===== config.mk =====
export PLATFORM = sky130hd
export DESIGN_NAME = rank_sort_batch_core
export DESIGN_NICKNAME = d
export VERILOG_FILES = /design/src/sv/rsb_pkg.sv /design/src/sv/rsb_ram.sv /design/src/sv/rsb_order.sv /design/src/sv/rank_sort_batch_core.sv
export SDC_FILE = /design/constraint.sdc
export NUM_CORES = 1
export LEC_CHECK = 0
export BUFFER_PORTS_ARGS = -buffer_cell sky130_fd_sc_hd__buf_2
export CORE_MARGIN = 4
export CORE_UTILIZATION = 45
export CTS_CLUSTER_DIAMETER = 40
export DETAILED_ROUTE_END_ITERATION = 10
export SLEW_MARGIN = 5
export SYNTH_ARGS = -nofsm -noshare
export SYNTH_HDL_FRONTEND = slang
export SYNTH_SLANG_ARGS = --single-unit

===== constraint.sdc =====
create_clock -name clk -period 5.7 [get_ports clk]
set_input_delay 1.14 -clock clk [delete_from_list [all_inputs] [get_ports clk]]
set_output_delay 1.14 -clock clk [all_outputs]
set_load 0.05 [all_outputs]

===== src/sv/rsb_pkg.sv =====
package rsb_pkg;

	localparam int N           = 16;
	localparam int DATA_W      = 32;
	localparam int VALUE_W     = 32;
	localparam int SRC_W       = 6;
	localparam int IDX_W       = $clog2(N);
	localparam int CNT_W       = $clog2(N + 1);
	localparam int IN_TDATA_W  = ((VALUE_W + 7) / 8) * 8;
	localparam int OUT_PAY_W   = VALUE_W + SRC_W;
	localparam int OUT_TDATA_W = ((OUT_PAY_W + 7) / 8) * 8;

endpackage


===== src/sv/rsb_ram.sv =====
module rsb_ram #(
	parameter int WIDTH = 8,
	parameter int DEPTH = 16
) (
	input  logic                     clk,
	input  logic                     we,
	input  logic [$clog2(DEPTH)-1:0] waddr,
	input  logic [WIDTH-1:0]         wdata,
	input  logic                     re,
	input  logic [$clog2(DEPTH)-1:0] raddr,
	output logic [WIDTH-1:0]         rdata
);

	logic [WIDTH-1:0] mem_q [DEPTH];

	always_ff @(posedge clk) begin
		if (we) begin
			mem_q[waddr] <= wdata;
		end
		if (re) begin
			rdata <= mem_q[raddr];
		end
	end

endmodule


===== src/sv/rsb_order.sv =====
// Sorted-order list: entry k holds the arrival index of the value of rank k.
module rsb_order (
	input  logic                     clk,
	input  logic                     ins_en,
	input  logic [rsb_pkg::IDX_W-1:0] ins_pos,
	input  logic [rsb_pkg::IDX_W-1:0] ins_idx,
	input  logic [rsb_pkg::IDX_W-1:0] rd_pos,
	output logic [rsb_pkg::IDX_W-1:0] rd_idx
);

	logic [rsb_pkg::IDX_W-1:0] ord_q [rsb_pkg::N];

	// Open a gap at the new rank: everything above it moves up one place.
	always_ff @(posedge clk) begin
		if (ins_en) begin
			for (int k = 0; k < rsb_pkg::N; k++) begin
				if (rsb_pkg::IDX_W'(k) == ins_pos) begin
					ord_q[k] <= ins_idx;
				end else if (k > 0 && rsb_pkg::IDX_W'(k) > ins_pos) begin
					ord_q[k] <= ord_q[(k > 0) ? k - 1 : 0];
				end
			end
		end
	end

	assign rd_idx = ord_q[rd_pos];

endmodule


===== src/sv/rank_sort_batch_core.sv =====
// Batch rank sort.
// Input stream (s_*): one signed value per word in s_tdata; s_tlast marks
// the final word of a batch. Up to 16 values are kept per batch; further
// words are dropped and the batch is marked truncated.
// Each accepted word is compared with the values already stored, one per
// cycle on a single comparator, and s_tready stays low from acceptance
// until the word is inserted (the first word goes straight to insertion; a
// word dropped from a full batch without s_tlast leaves s_tready high).
// On the word with s_tlast the batch streams out on m_* in ascending order,
// equal values in arrival order: m_tdata carries the value and its arrival
// index, m_tlast the final word of the batch, m_tuser the truncated flag.
// Each output word is read in ST_RD and then presented in ST_OUT; the
// output word holds steady while stalled, and no input is taken during the
// output burst. After the last output word a new empty batch begins.
// Reset (arst_n low) empties the batch and clears the truncated flag.
module rank_sort_batch_core (
	input  logic                           clk,
	input  logic                           arst_n,
	input  logic                           s_tvalid,
	output logic                           s_tready,
	input  logic [rsb_pkg::IN_TDATA_W-1:0]  s_tdata,  // [31:0] value
	input  logic                           s_tlast,  // last
	output logic                           m_tvalid,
	input  logic                           m_tready,
	output logic [rsb_pkg::OUT_TDATA_W-1:0] m_tdata,  // [31:0] sorted_value, [37:32] source_index
	output logic                           m_tlast,  // last_of_run
	output logic                           m_tuser   // truncated
);

	typedef enum logic [2:0] {
		ST_IDLE,
		ST_CMP,
		ST_DRAIN,
		ST_INS,
		ST_RD,
		ST_OUT
	} state_t;

	state_t                      state_q;
	logic [rsb_pkg::DATA_W-1:0]  v_q;
	logic                        last_q;
	logic [rsb_pkg::CNT_W-1:0]   fill_q;
	logic                        ovf_q;
	logic [rsb_pkg::IDX_W-1:0]   idx_q;
	logic [rsb_pkg::IDX_W-1:0]   rank_q;
	logic                        pend_s1;
	logic [rsb_pkg::IDX_W-1:0]   slot_q;
	logic                        m_tvalid_q;
	logic                        m_tlast_q;

	logic                        ram_we;
	logic                        ram_re;
	logic [rsb_pkg::IDX_W-1:0]   ram_raddr;
	logic [rsb_pkg::DATA_W-1:0]  ram_rdata;
	logic [rsb_pkg::IDX_W-1:0]   ord_idx;
	logic                        le_hit;
	logic                        in_fire;
	logic [rsb_pkg::CNT_W-1:0]   fill_m1;

	assign s_tready  = (state_q == ST_IDLE);
	assign in_fire   = s_tvalid && s_tready;
	assign ram_we    = (state_q == ST_INS);
	assign ram_re    = (state_q == ST_CMP) || (state_q == ST_RD);
	assign ram_raddr = (state_q == ST_CMP) ? idx_q : ord_idx;
	assign le_hit    = $signed(ram_rdata) <= $signed(v_q);
	assign fill_m1   = fill_q - rsb_pkg::CNT_W'(1);

	rsb_ram #(
		.WIDTH(rsb_pkg::DATA_W),
		.DEPTH(rsb_pkg::N)
	) u_value_ram (
		.clk  (clk),
		.we   (ram_we),
		.waddr(fill_q[rsb_pkg::IDX_W-1:0]),
		.wdata(v_q),
		.re   (ram_re),
		.raddr(ram_raddr),
		.rdata(ram_rdata)
	);

	rsb_order u_order (
		.clk    (clk),
		.ins_en (ram_we),
		.ins_pos(rank_q),
		.ins_idx(fill_q[rsb_pkg::IDX_W-1:0]),
		.rd_pos (slot_q),
		.rd_idx (ord_idx)
	);

	always_ff @(posedge clk or negedge arst_n) begin
		if (!arst_n) begin
			state_q    <= ST_IDLE;
			fill_q     <= '0;
			ovf_q      <= 1'b0;
			pend_s1    <= 1'b0;
			m_tvalid_q <= 1'b0;
			m_tlast_q  <= 1'b0;
			idx_q      <= '0;
			rank_q     <= '0;
			slot_q     <= '0;
			last_q     <= 1'b0;
			v_q        <= '0;
		end else begin
			case (state_q)
				ST_IDLE: begin
					if (in_fire) begin
						v_q     <= rsb_pkg::DATA_W'(s_tdata[rsb_pkg::VALUE_W-1:0]);
						last_q  <= s_tlast;
						idx_q   <= '0;
						rank_q  <= '0;
						slot_q  <= '0;
						pend_s1 <= 1'b0;
						if (fill_q == rsb_pkg::CNT_W'(rsb_pkg::N)) begin
							// full: drop the word, still close the batch on last
							ovf_q   <= 1'b1;
							state_q <= s_tlast ? ST_RD : ST_IDLE;
						end else if (fill_q == '0) begin
							state_q <= ST_INS;
						end else begin
							state_q <= ST_CMP;
						end
					end
				end
				ST_CMP: begin
					pend_s1 <= 1'b1;
					idx_q   <= idx_q + rsb_pkg::IDX_W'(1);
					if (pend_s1 && le_hit) begin
						rank_q <= rank_q + rsb_pkg::IDX_W'(1);
					end
					if (rsb_pkg::CNT_W'(idx_q) == fill_m1) begin
						state_q <= ST_DRAIN;
					end
				end
				ST_DRAIN: begin
					pend_s1 <= 1'b0;
					if (le_hit) begin
						rank_q <= rank_q + rsb_pkg::IDX_W'(1);
					end
					state_q <= ST_INS;
				end
				ST_INS: begin
					fill_q  <= fill_q + rsb_pkg::CNT_W'(1);
					state_q <= last_q ? ST_RD : ST_IDLE;
				end
				ST_RD: begin
					m_tvalid_q <= 1'b1;
					m_tlast_q  <= (rsb_pkg::CNT_W'(slot_q) == fill_m1);
					state_q    <= ST_OUT;
				end
				ST_OUT: begin
					if (m_tready) begin
						m_tvalid_q <= 1'b0;
						if (m_tlast_q) begin
							fill_q  <= '0;
							ovf_q   <= 1'b0;
							state_q <= ST_IDLE;
						end else begin
							slot_q  <= slot_q + rsb_pkg::IDX_W'(1);
							state_q <= ST_RD;
						end
					end
				end
				default: begin
					state_q <= ST_IDLE;
				end
			endcase
		end
	end

	assign m_tvalid = m_tvalid_q;
	assign m_tlast  = m_tlast_q;
	assign m_tuser  = ovf_q;
	assign m_tdata  = rsb_pkg::OUT_TDATA_W'({rsb_pkg::SRC_W'(ord_idx),
		rsb_pkg::VALUE_W'($signed(ram_rdata))});

endmodule


* Yosys cells after proc, flatten, opt, wreduce, memory -nomap -nowiden
Memory sizes are Yosys's and may differ from the RTL's. A register that Yosys moved wholly into a read port is not among the register bits.
Cells that the tools add are included.
** Cells by class
- Magnitude comparators :: 16
- Multiplexer cells :: 155
- Bitwise operators :: 15
- Equality and inequality tests :: 31
- Add/sub/neg operators :: 5
- Reductions and logical operators :: 20
** Operators by type and width (number)
- $mux 1 :: 116
- $mux 4 :: 21
- $eq 4x4->1 const A :: 8
- $gt 4x4->1 const A :: 8
- $le 32x32->1 :: 1
- $mux 3 :: 7
- $pmux 3 s6 :: 1
- $eq 3x4->1 const A :: 4
- $gt 3x4->1 const A :: 4
- $pmux 4 s2 :: 2
- $or 1x1->1 :: 15
- $add 4x1->4 const B :: 3
- $pmux 4 s3 :: 1
- $eq 4x5->1 :: 2
- $mux 5 :: 2
- $pmux 5 s2 :: 1
- $eq 2x4->1 const A :: 2
- $gt 2x4->1 const A :: 2
- $ne 2x1->1 const B :: 4
- $ne 2x2->1 const B :: 4
- $reduce_and 2->1 :: 4
- $reduce_and 4->1 :: 2
- $reduce_bool 2->1 :: 4
- $eq 3x2->1 const B :: 2
- 18 further kinds :: 22
** Storage, ports and cells
- Logic and storage cells :: 255
- Bits in writable memories :: 576
- Output and inout bits :: 44
- Input port bits :: 37
- Register bits :: 57
- Memories kept :: 2
** Memories
- u_value_ram.mem_q :: words 16, bits a word 32, read ports 1, clocked after Yosys merged registers in 1, wr ports 1, RTL line rsb_ram.sv:14 : logic [WIDTH-1:0] mem_q [DEPTH];
- u_order.ord_q :: words 16, bits a word 4, read ports 16, clocked after Yosys merged registers in 0, wr ports 16, RTL line rsb_order.sv:11 : logic [rsb_pkg::IDX_W-1:0] ord_q [rsb_pkg::N];

* Logic depth before layout (Yosys ltp)
Gate-level depths: netlist (run 1).
- Depth after elaboration :: 6
- Depth in mapped cells :: 11

* Modules after synthesis
From an unflattened synthesis (run 1), not the netlist that was laid out.
** Unflattened totals
- Cell total of the unflattened synthesis :: 1476
- Area, all modules :: 27123.5 sq um
** Modules (own cells, without submodules)
- rsb_ram :: area an instance 20155.6 sq um, seq. area each 16335.7 sq um, instances 1, cells an instance 838
- rank_sort_batch_core :: area an instance 3573.4 sq um, seq. area each 1426.4 sq um, instances 1, cells an instance 421
- rsb_order :: area an instance 3394.5 sq um, seq. area each 1921.8 sq um, instances 1, cells an instance 217

* Least setup slack after synthesis (run 1)
No wires, ideal clock.
- Path kind :: reg-to-reg
- Start :: register slot_q[0] (netlist name)
- End :: register u_value_ram.rdata[10] (read register of u_value_ram.mem_q), data pin
- Path buffers :: 2
- Clock period less this slack :: 3.264 ns
- Setup slack :: 2.436 ns
- Stages on the path, launching flop included :: 9
- Data arrival time :: 2.992 ns
- Required time :: 5.428 ns
- Cell sequence :: dfrtp_1 buf_2 mux4_2 mux4_2 and3_1 a31oi_2 buf_2 a221oi_1 or4_1
** On the way
- Cells in the longest elaborated chain, start to end :: 2
** Ends and longest elaborated chain
- from (decl) :: RTL line rank_sort_batch_core.sv:47 : logic [rsb_pkg::IDX_W-1:0] slot_q;
- from (signal assigned) :: RTL line rank_sort_batch_core.sv:158 : slot_q <= slot_q + rsb_pkg::IDX_W'(1);
- $mem_v2 16x4
- via m_tdata, one bit :: RTL line rank_sort_batch_core.sv:25 : output logic [rsb_pkg::OUT_TDATA_W-1:0] m_tdata,
- $mux 4 :: RTL line rank_sort_batch_core.sv:64 : assign ram_raddr = (state_q == ST_CMP) ? idx_q : ord_idx;
- to (decl) :: RTL line rsb_ram.sv:11 : output logic [WIDTH-1:0] rdata
The timed path passes the listed nets, and every way through them passes these cells.
A chain may end at the register's enable or synchronous reset.

* Worst setup path in the final report (run 1)
- Start :: register slot_q[0] (netlist name)
- End :: register u_value_ram.rdata[3] (read register of u_value_ram.mem_q), data pin
** On the way
- Cells in the longest elaborated chain, start to end :: 2
** Ends and longest elaborated chain (RTL line)
- $mem_v2 16x4
- $mux 4 :: rank_sort_batch_core.sv:64
No other way between the ends.

==> results of run 1 <==
==> flip-flops by register name, summed over array words and instances (netlist names), 3 cells and up <==
name,count
u_value_ram.mem_q,512
slot_q,4
u_value_ram.rdata,32
rank_q,4
u_order.ord_q,64
idx_q,4
fill_q,5
state_q,3
v_q,32
==> final timing paths <==
check | from | to | slack, ns | depth (start not counted)
worst min-delay path | m_tvalid$_DFFE_PN0P_ | m_tvalid$_DFFE_PN0P_ | 0.48 | 2
min in group asynchronous | arst_n | slot_q[0]$_DFFE_PN0P_ | 0.65 | 1
worst max register to register | slot_q[0]$_DFFE_PN0P_ | u_value_ram.rdata[3]$_DFFE_PP_ | 1.28 | 8
worst max-delay path | slot_q[0]$_DFFE_PN0P_ | u_value_ram.rdata[3]$_DFFE_PP_ | 1.28 | 8
worst min register to register | m_tvalid$_DFFE_PN0P_ | m_tvalid$_DFFE_PN0P_ | 0.48 | 2
max in group asynchronous | arst_n | v_q[26]$_DFFE_PN0P_ | 4.39 | 1
==> cells in the mapped netlist (32+ instances only) <==
library cell	n	area (um2)
a21oi_1	150	751
a221oi_1	129	1130
clkbuf_1	80	300
dfrtp_1	57	1430
edfxtp_1	608	18300
ha_1	41	513
inv_1	46	173
mux2_2	49	552
mux2i_1	131	1310
nand2_1	216	811
o21ai_0	63	315
or4_1	32	240
==> power groups by stage <==
stage | Clock [W] | Combinational, W | Sequential (W)
after global placement | 0 | 0.00676 | 0.00782
after floorplan | 0 | 0.00463 | 0.00779
after global routing | 0.00625 | 0.00750 | 0.00789
final | 0.00593 | 0.00686 | 0.00777
after detailed placement | 0 | 0.00687 | 0.00787
after CTS | 0.00602 | 0.00690 | 0.00778
==> area by class of cell <==
class	count	area (um2)
Fill cell	4890	28400
Tap cell	782	978
Sequential cell	665	19700
Inverter	47	176
Clock inverter	70	778
Clock buffer	109	2480
Multi-Input combinational cell	995	7220
Timing Repair Buffer	114	743
==> logic make-up (layout without fill, tap and decap cells) <==
family          count (synthesis)  in the layout  share of synthesized area
xor+xnor                       16             16                    0.00509
flops                         665            665                      0.716
other cells                     1              4                   0.000136
mux                           201            201                     0.0849
buf+inv                       168            340                     0.0256
compound gates                388            388                     0.0931
simple gates                  345            345                     0.0570
fa+ha+maj                      41             41                     0.0186
==> per-layer routing <==
| layer | up-vias | global-route usage |
|---|---|---|
| met5 | - | 0 |
| met4 | 0 | 0.0535 |
| met3 | 95 | 0.0412 |
| met2 | 570 | 0.341 |
| met1 | 8247 | 0.304 |
| li1 | 7342 | - |
==> metrics by stage <==
step	hold WS, ns	std cells	cell area (um2)	power, W	setup slack, ns
after floorplan	0.423	1828	27500	0.0124	2.44
after global placement	0.463	2603	28800	0.0146	1.45
after detailed placement	0.469	2603	28800	0.0147	1.34
after CTS	0.483	2782	32100	0.0207	1.22
after global routing	0.533	2782	32100	0.0216	1.09
final	0.480	2782	32100	0.0206	1.28
==> critical path: cells and delay by family, from the launching register on <==
family / cells / cell delay, ns
AO/OA/AOI/OAI: 1 / 0.10
buffers and inverters: 1 / 0.40
flip-flops: 1 / 0.95
multiplexers: 3 / 1.38
AND/OR/NAND/NOR: 3 / 1.13
==> run_results.csv, run 1 <==
group,metric,value,unit
synthesis,synth_ff_type,"edfxtp_1",
outcome,status,"finished clean",
sta,drv_slew,0,
worst_hold_path,hp-class,"register to register",
worst_setup_path,startpoint_type,"register",
drt,ant_nets,0,
worst_setup_path,path_cells,"mux4_2 -> mux4_2 -> nand2_1 -> nand2_4 -> buf_12 -> mux2i_1 -> a221oi_1 -> or4_1",
die,core-area,60500,um2
synthesis,syn_avg_cell_area,15.1,um2
pwr,power_density,641,nW/um2
clocking,root_buffer,"clkbuf_16",
drt,drc,0,
global_routing,grt_overflow_total,0,
drt,wl_met3,4.83,mm
pwr,ir_worst_vdd,0.488,mV
worst_setup_path,critical_path_class,"register to register",
layout,layout_commonest_cell,"edfxtp_1",
synthesis,ys_seq_area_frac,0.716,
drt,avgViaCountPerCell,5.84,
drt,firstDrtPassIters,5,
placed_design,place.gp.congestion,0.816,
clocking,path_clk_slew,0.05,ns
die,die_y,255,um
pwr,pwr-share-seq,0.378,
synthesis,synthCells,1825,
layout,final_cell_mix,"608 x edfxtp_1, 214 x nand2_1, 150 x a21oi_1",
sta,max-slew-margin-rel,0.207,
drt,drt_wl_total,68.9,mm
sta,max_freq,0.226,GHz
pwr,power.switching,0.00768,W
sta,min_period,4.42,ns
layout,nets,1997,
layout,drive_above_1_share,0.183,
worst_setup_path,crit_path_end_kind,"register",
worst_setup_path,worstPathRequired,6.06,ns
pwr,power.internal,0.0129,W
worst_setup_path,cp.arrival,4.78,ns
clocking,cts_resized,0,
drt,top_layer,"met4",
placed_design,dp_hpwl,38.0,mm
clocking,clk_latency,0.63,ns
placed_design,io_buffers,76,
die,initial_core_util,0.455,
pwr,power_frac_comb,0.334,
sta,setup_violations,0,
clocking,hold_buffers,0,
worst_setup_path,cpPeakStageDelay,0.95,ns
die,die-area,65200,um2
sta,fin_worst_skew,0.0247,ns
global_routing,grt_max_degree,101,
sta,rsz0062_at_grt,"false",
global_routing,grtUsageTotal,0.213,
sta,hold_viol,0,
worst_setup_path,path_max_fanout,81,
die,die_x,255,um
synthesis,synth_edf_count,608,
worst_setup_path,cp_slowest_cell,"dfrtp_1",
worst_setup_path,cpMostUsedCell,"mux4_2",
die,row_count,90,
drt,met1Wirelength,29.9,mm
run,drv_cap,0,
layout,antenna_cells,0,
clocking,cts_sinks,665,
pwr,clkPwrFrac,0.288,
synthesis,synth.distinct_cells,53,
global_routing,antenna_found_initial,0,
global_routing,grt_pass1_vias,16242,
synthesis,synth.cell_area,27500,um2
sta,worstMarginPinSlew,1.19,ns
clocking,cts_tree,"done",
layout,area_growth,16.5,%
drt,wl_per_cell,24.8,um
clocking,htreeDepth,3,
drt,vias,16254,
global_routing,grt_pass1_wl,103,mm
clocking,cts_made_buffers,96,
pwr,swShare,0.373,
clocking,postCtsSetupRepairBufs,0,
die,io_pins,81,
synthesis,async_flop_share,0.0857,
layout,final_util,0.530,
synthesis,synthesis.yosys.warnings,0,
drt,wl_met2,32.9,mm
synthesis,ys_ff_latch,665,
clocking,cts_buffer_depth,3,
sta,post-route-period-util,0.776,
drt,drt_iter0_drc,1487,
pwr,p_leak,11.4,nW
sta,tns,0,ns
(Power assumes the default switching activity.)
==> run 2: changes to the inputs <==
==> constraint.sdc (replaced) <==
create_clock -name clk -period 3.6 [get_ports clk]
set_input_delay 0.72 -clock clk [delete_from_list [all_inputs] [get_ports clk]]
set_output_delay 0.72 -clock clk [all_outputs]
set_load 0.05 [all_outputs]
==> run_results.csv, run 2 (synthesis gave the netlist of run 1 again) <==
group,metric,value,unit
global_routing,grt_max_degree,115,
pwr,p_total,0.0335,W
layout,nets,2038,
clocking,cts_tree,"done",
layout,regMostFlops,"u_value_ram.mem_q",
sta,min_period,3.48,ns
worst_setup_path,path_max_fanout,114,
pwr,swShare,0.374,
clocking,root_buffer,"clkbuf_16",
clocking,cts_buffer_depth,3,
clocking,cts_made_buffers,98,
sta,fin_ws,0.120,ns
clocking,htreeDepth,3,
outcome,status,"finished clean",
worst_setup_path,cp.arrival,3.84,ns
worst_setup_path,path_cells,"buf_12 -> mux4_2 -> mux4_2 -> nand2_1 -> nand2_4 -> buf_12 -> mux2i_1 -> a221oi_1 -> or4_1",
die,die-area,65200,um2
sta,rsz0062_at_grt,"false",
sta,fin_worst_skew,0.0229,ns
drt,firstDrtPassIters,5,
pwr,power_frac_comb,0.362,
worst_setup_path,critical_path_class,"register to register",
global_routing,grt_overflow_total,0,
sta,post-route-period-util,0.967,
placed_design,io_buffers,76,
layout,largest_reg_flops,512,
global_routing,grt_pass1_vias,16542,
drt,drt_wl_total,70.6,mm
layout,area_growth,19.4,%
sta,worstMarginPinSlew,0.985,ns
die,die_y,255,um
worst_hold_path,hp-class,"primary input to async pin",
pwr,p_leak,11.7,nW
drt,vias,16662,
sta,hold_viol,0,
clocking,hold_buffers,0,
layout,multi_input_area,7220,um2
worst_setup_path,worstPathRequired,3.96,ns
sta,tns,0,ns
clocking,clk_latency,0.65,ns
worst_setup_path,crit_path_end_kind,"register",
layout,final-seq-area,19700,um2
pwr,power.switching,0.0125,W
sta,fin_hold_ws,0.222,ns
placed_design,place.gp.congestion,0.834,
pwr,power.internal,0.0210,W
die,row_count,90,
die,initial_core_util,0.455,
global_routing,antenna_found_initial,1,
global_routing,grt_pass1_wl,105,mm
drt,avgViaCountPerCell,5.90,
layout,layout_commonest_cell,"edfxtp_1",
sta,drv_slew,0,
worst_setup_path,r2r_start,"slot_q[0]$_DFFE_PN0P_",
die,core-area,60500,um2
pwr,clkPwrFrac,0.287,
layout,final_util,0.543,
sta,max_freq,0.287,GHz
worst_setup_path,startpoint_type,"register",
layout,final_cell_mix,"608 x edfxtp_1, 214 x nand2_1, 150 x a21oi_1",
run,drv_cap,0,
drt,wl_per_cell,25.0,um
global_routing,grtUsageTotal,0.217,
die,die_x,255,um
worst_setup_path,startpoint,"slot_q[0]$_DFFE_PN0P_",
sta,max-slew-margin-rel,0.343,
worst_setup_path,reg2reg_depth,9,
drt,ant_nets,0,
clocking,cts_sinks,665,
pwr,power_density,1020,nW/um2
pwr,ir_worst_vdd,0.853,mV
placed_design,dp_hpwl,39.2,mm
worst_setup_path,cpPeakStageDelay,0.54,ns
layout,antenna_cells,0,
die,io_pins,81,
drt,drc,0,
layout,fill_cells,4840,
worst_setup_path,cp_slowest_cell,"or4_1",
clocking,cts_resized,0,
placed_design,place_ws,0.203,ns
sta,setup_violations,0,
clocking,postCtsSetupRepairBufs,0,
drt,drt_iter0_drc,1613,
clocking,path_clk_slew,0.06,ns
layout,reg_top3,"u_value_ram.mem_q (512), u_order.ord_q (64)",
pwr,pwr-share-seq,0.351,
layout,drive_above_1_share,0.207,
run 2: area by class of cell:
| class | instances | area share |
|---|---|---|
| well taps | 782 | 0.0298 |
| inverters | 47 | 0.00537 |
| clock inverters | 73 | 0.0235 |
| multi-input cells | 995 | 0.220 |
| clock buffers | 110 | 0.0796 |
| repair buffers | 153 | 0.0426 |
| flip-flops and latches | 665 | 0.599 |
run 2: path summary, 6_finish.rpt:
kind                                                   to  slack, ns
hold / removal                         last_q$_DFFE_PN0P_       0.22
min in group clk                      v_q[23]$_DFFE_PN0P_       0.28
hold reg to reg                      m_tvalid$_DFFE_PN0P_       0.49
setup reg to reg           u_value_ram.rdata[5]$_DFFE_PP_       0.12
max in group asynchronous              v_q[9]$_DFFE_PN0P_       2.70
setup / recovery           u_value_ram.rdata[5]$_DFFE_PP_       0.12
run 2: power by group through the flow:
stage / combinational (W) / clock, W / sequential [W]
2_1_floorplan: 0.00733 / 0 / 0.0123
3_3_place_gp: 0.0119 / 0 / 0.0119
3_5_place_dp: 0.0121 / 0 / 0.0119
4_1_cts: 0.0122 / 0.00977 / 0.0118
5_1_grt: 0.0132 / 0.0102 / 0.0119
6_report: 0.0121 / 0.00963 / 0.0118
run 2: worst max-delay path: cells and delay by family, from the launching register on:
kind / cells / cell delay, ns
AO/OA/AOI/OAI: 1 / 0.11
buffers and inverters: 2 / 0.44
flip-flops: 1 / 0.39
multiplexers: 3 / 1.32
AND/OR/NAND/NOR: 3 / 0.81
run 2: routing by layer:
metal  share of wire  global-route usage  vias to the layer above
met1            0.43               0.309                     8435
li1                -                   -                     7415
met5               0                   0                        -
met3           0.072              0.0417                      119
met4           0.027              0.0670                        0
met2            0.47               0.342                      693
run 2: metrics by stage:
| step | instances | instance area (um2) |
|---|---|---|
| global route | 2825 | 32800 |
| CTS | 2825 | 32800 |
| floorplan | 1828 | 27500 |
| detailed placement | 2642 | 29500 |
| global placement | 2642 | 29500 |
| finish | 2825 | 32800 |
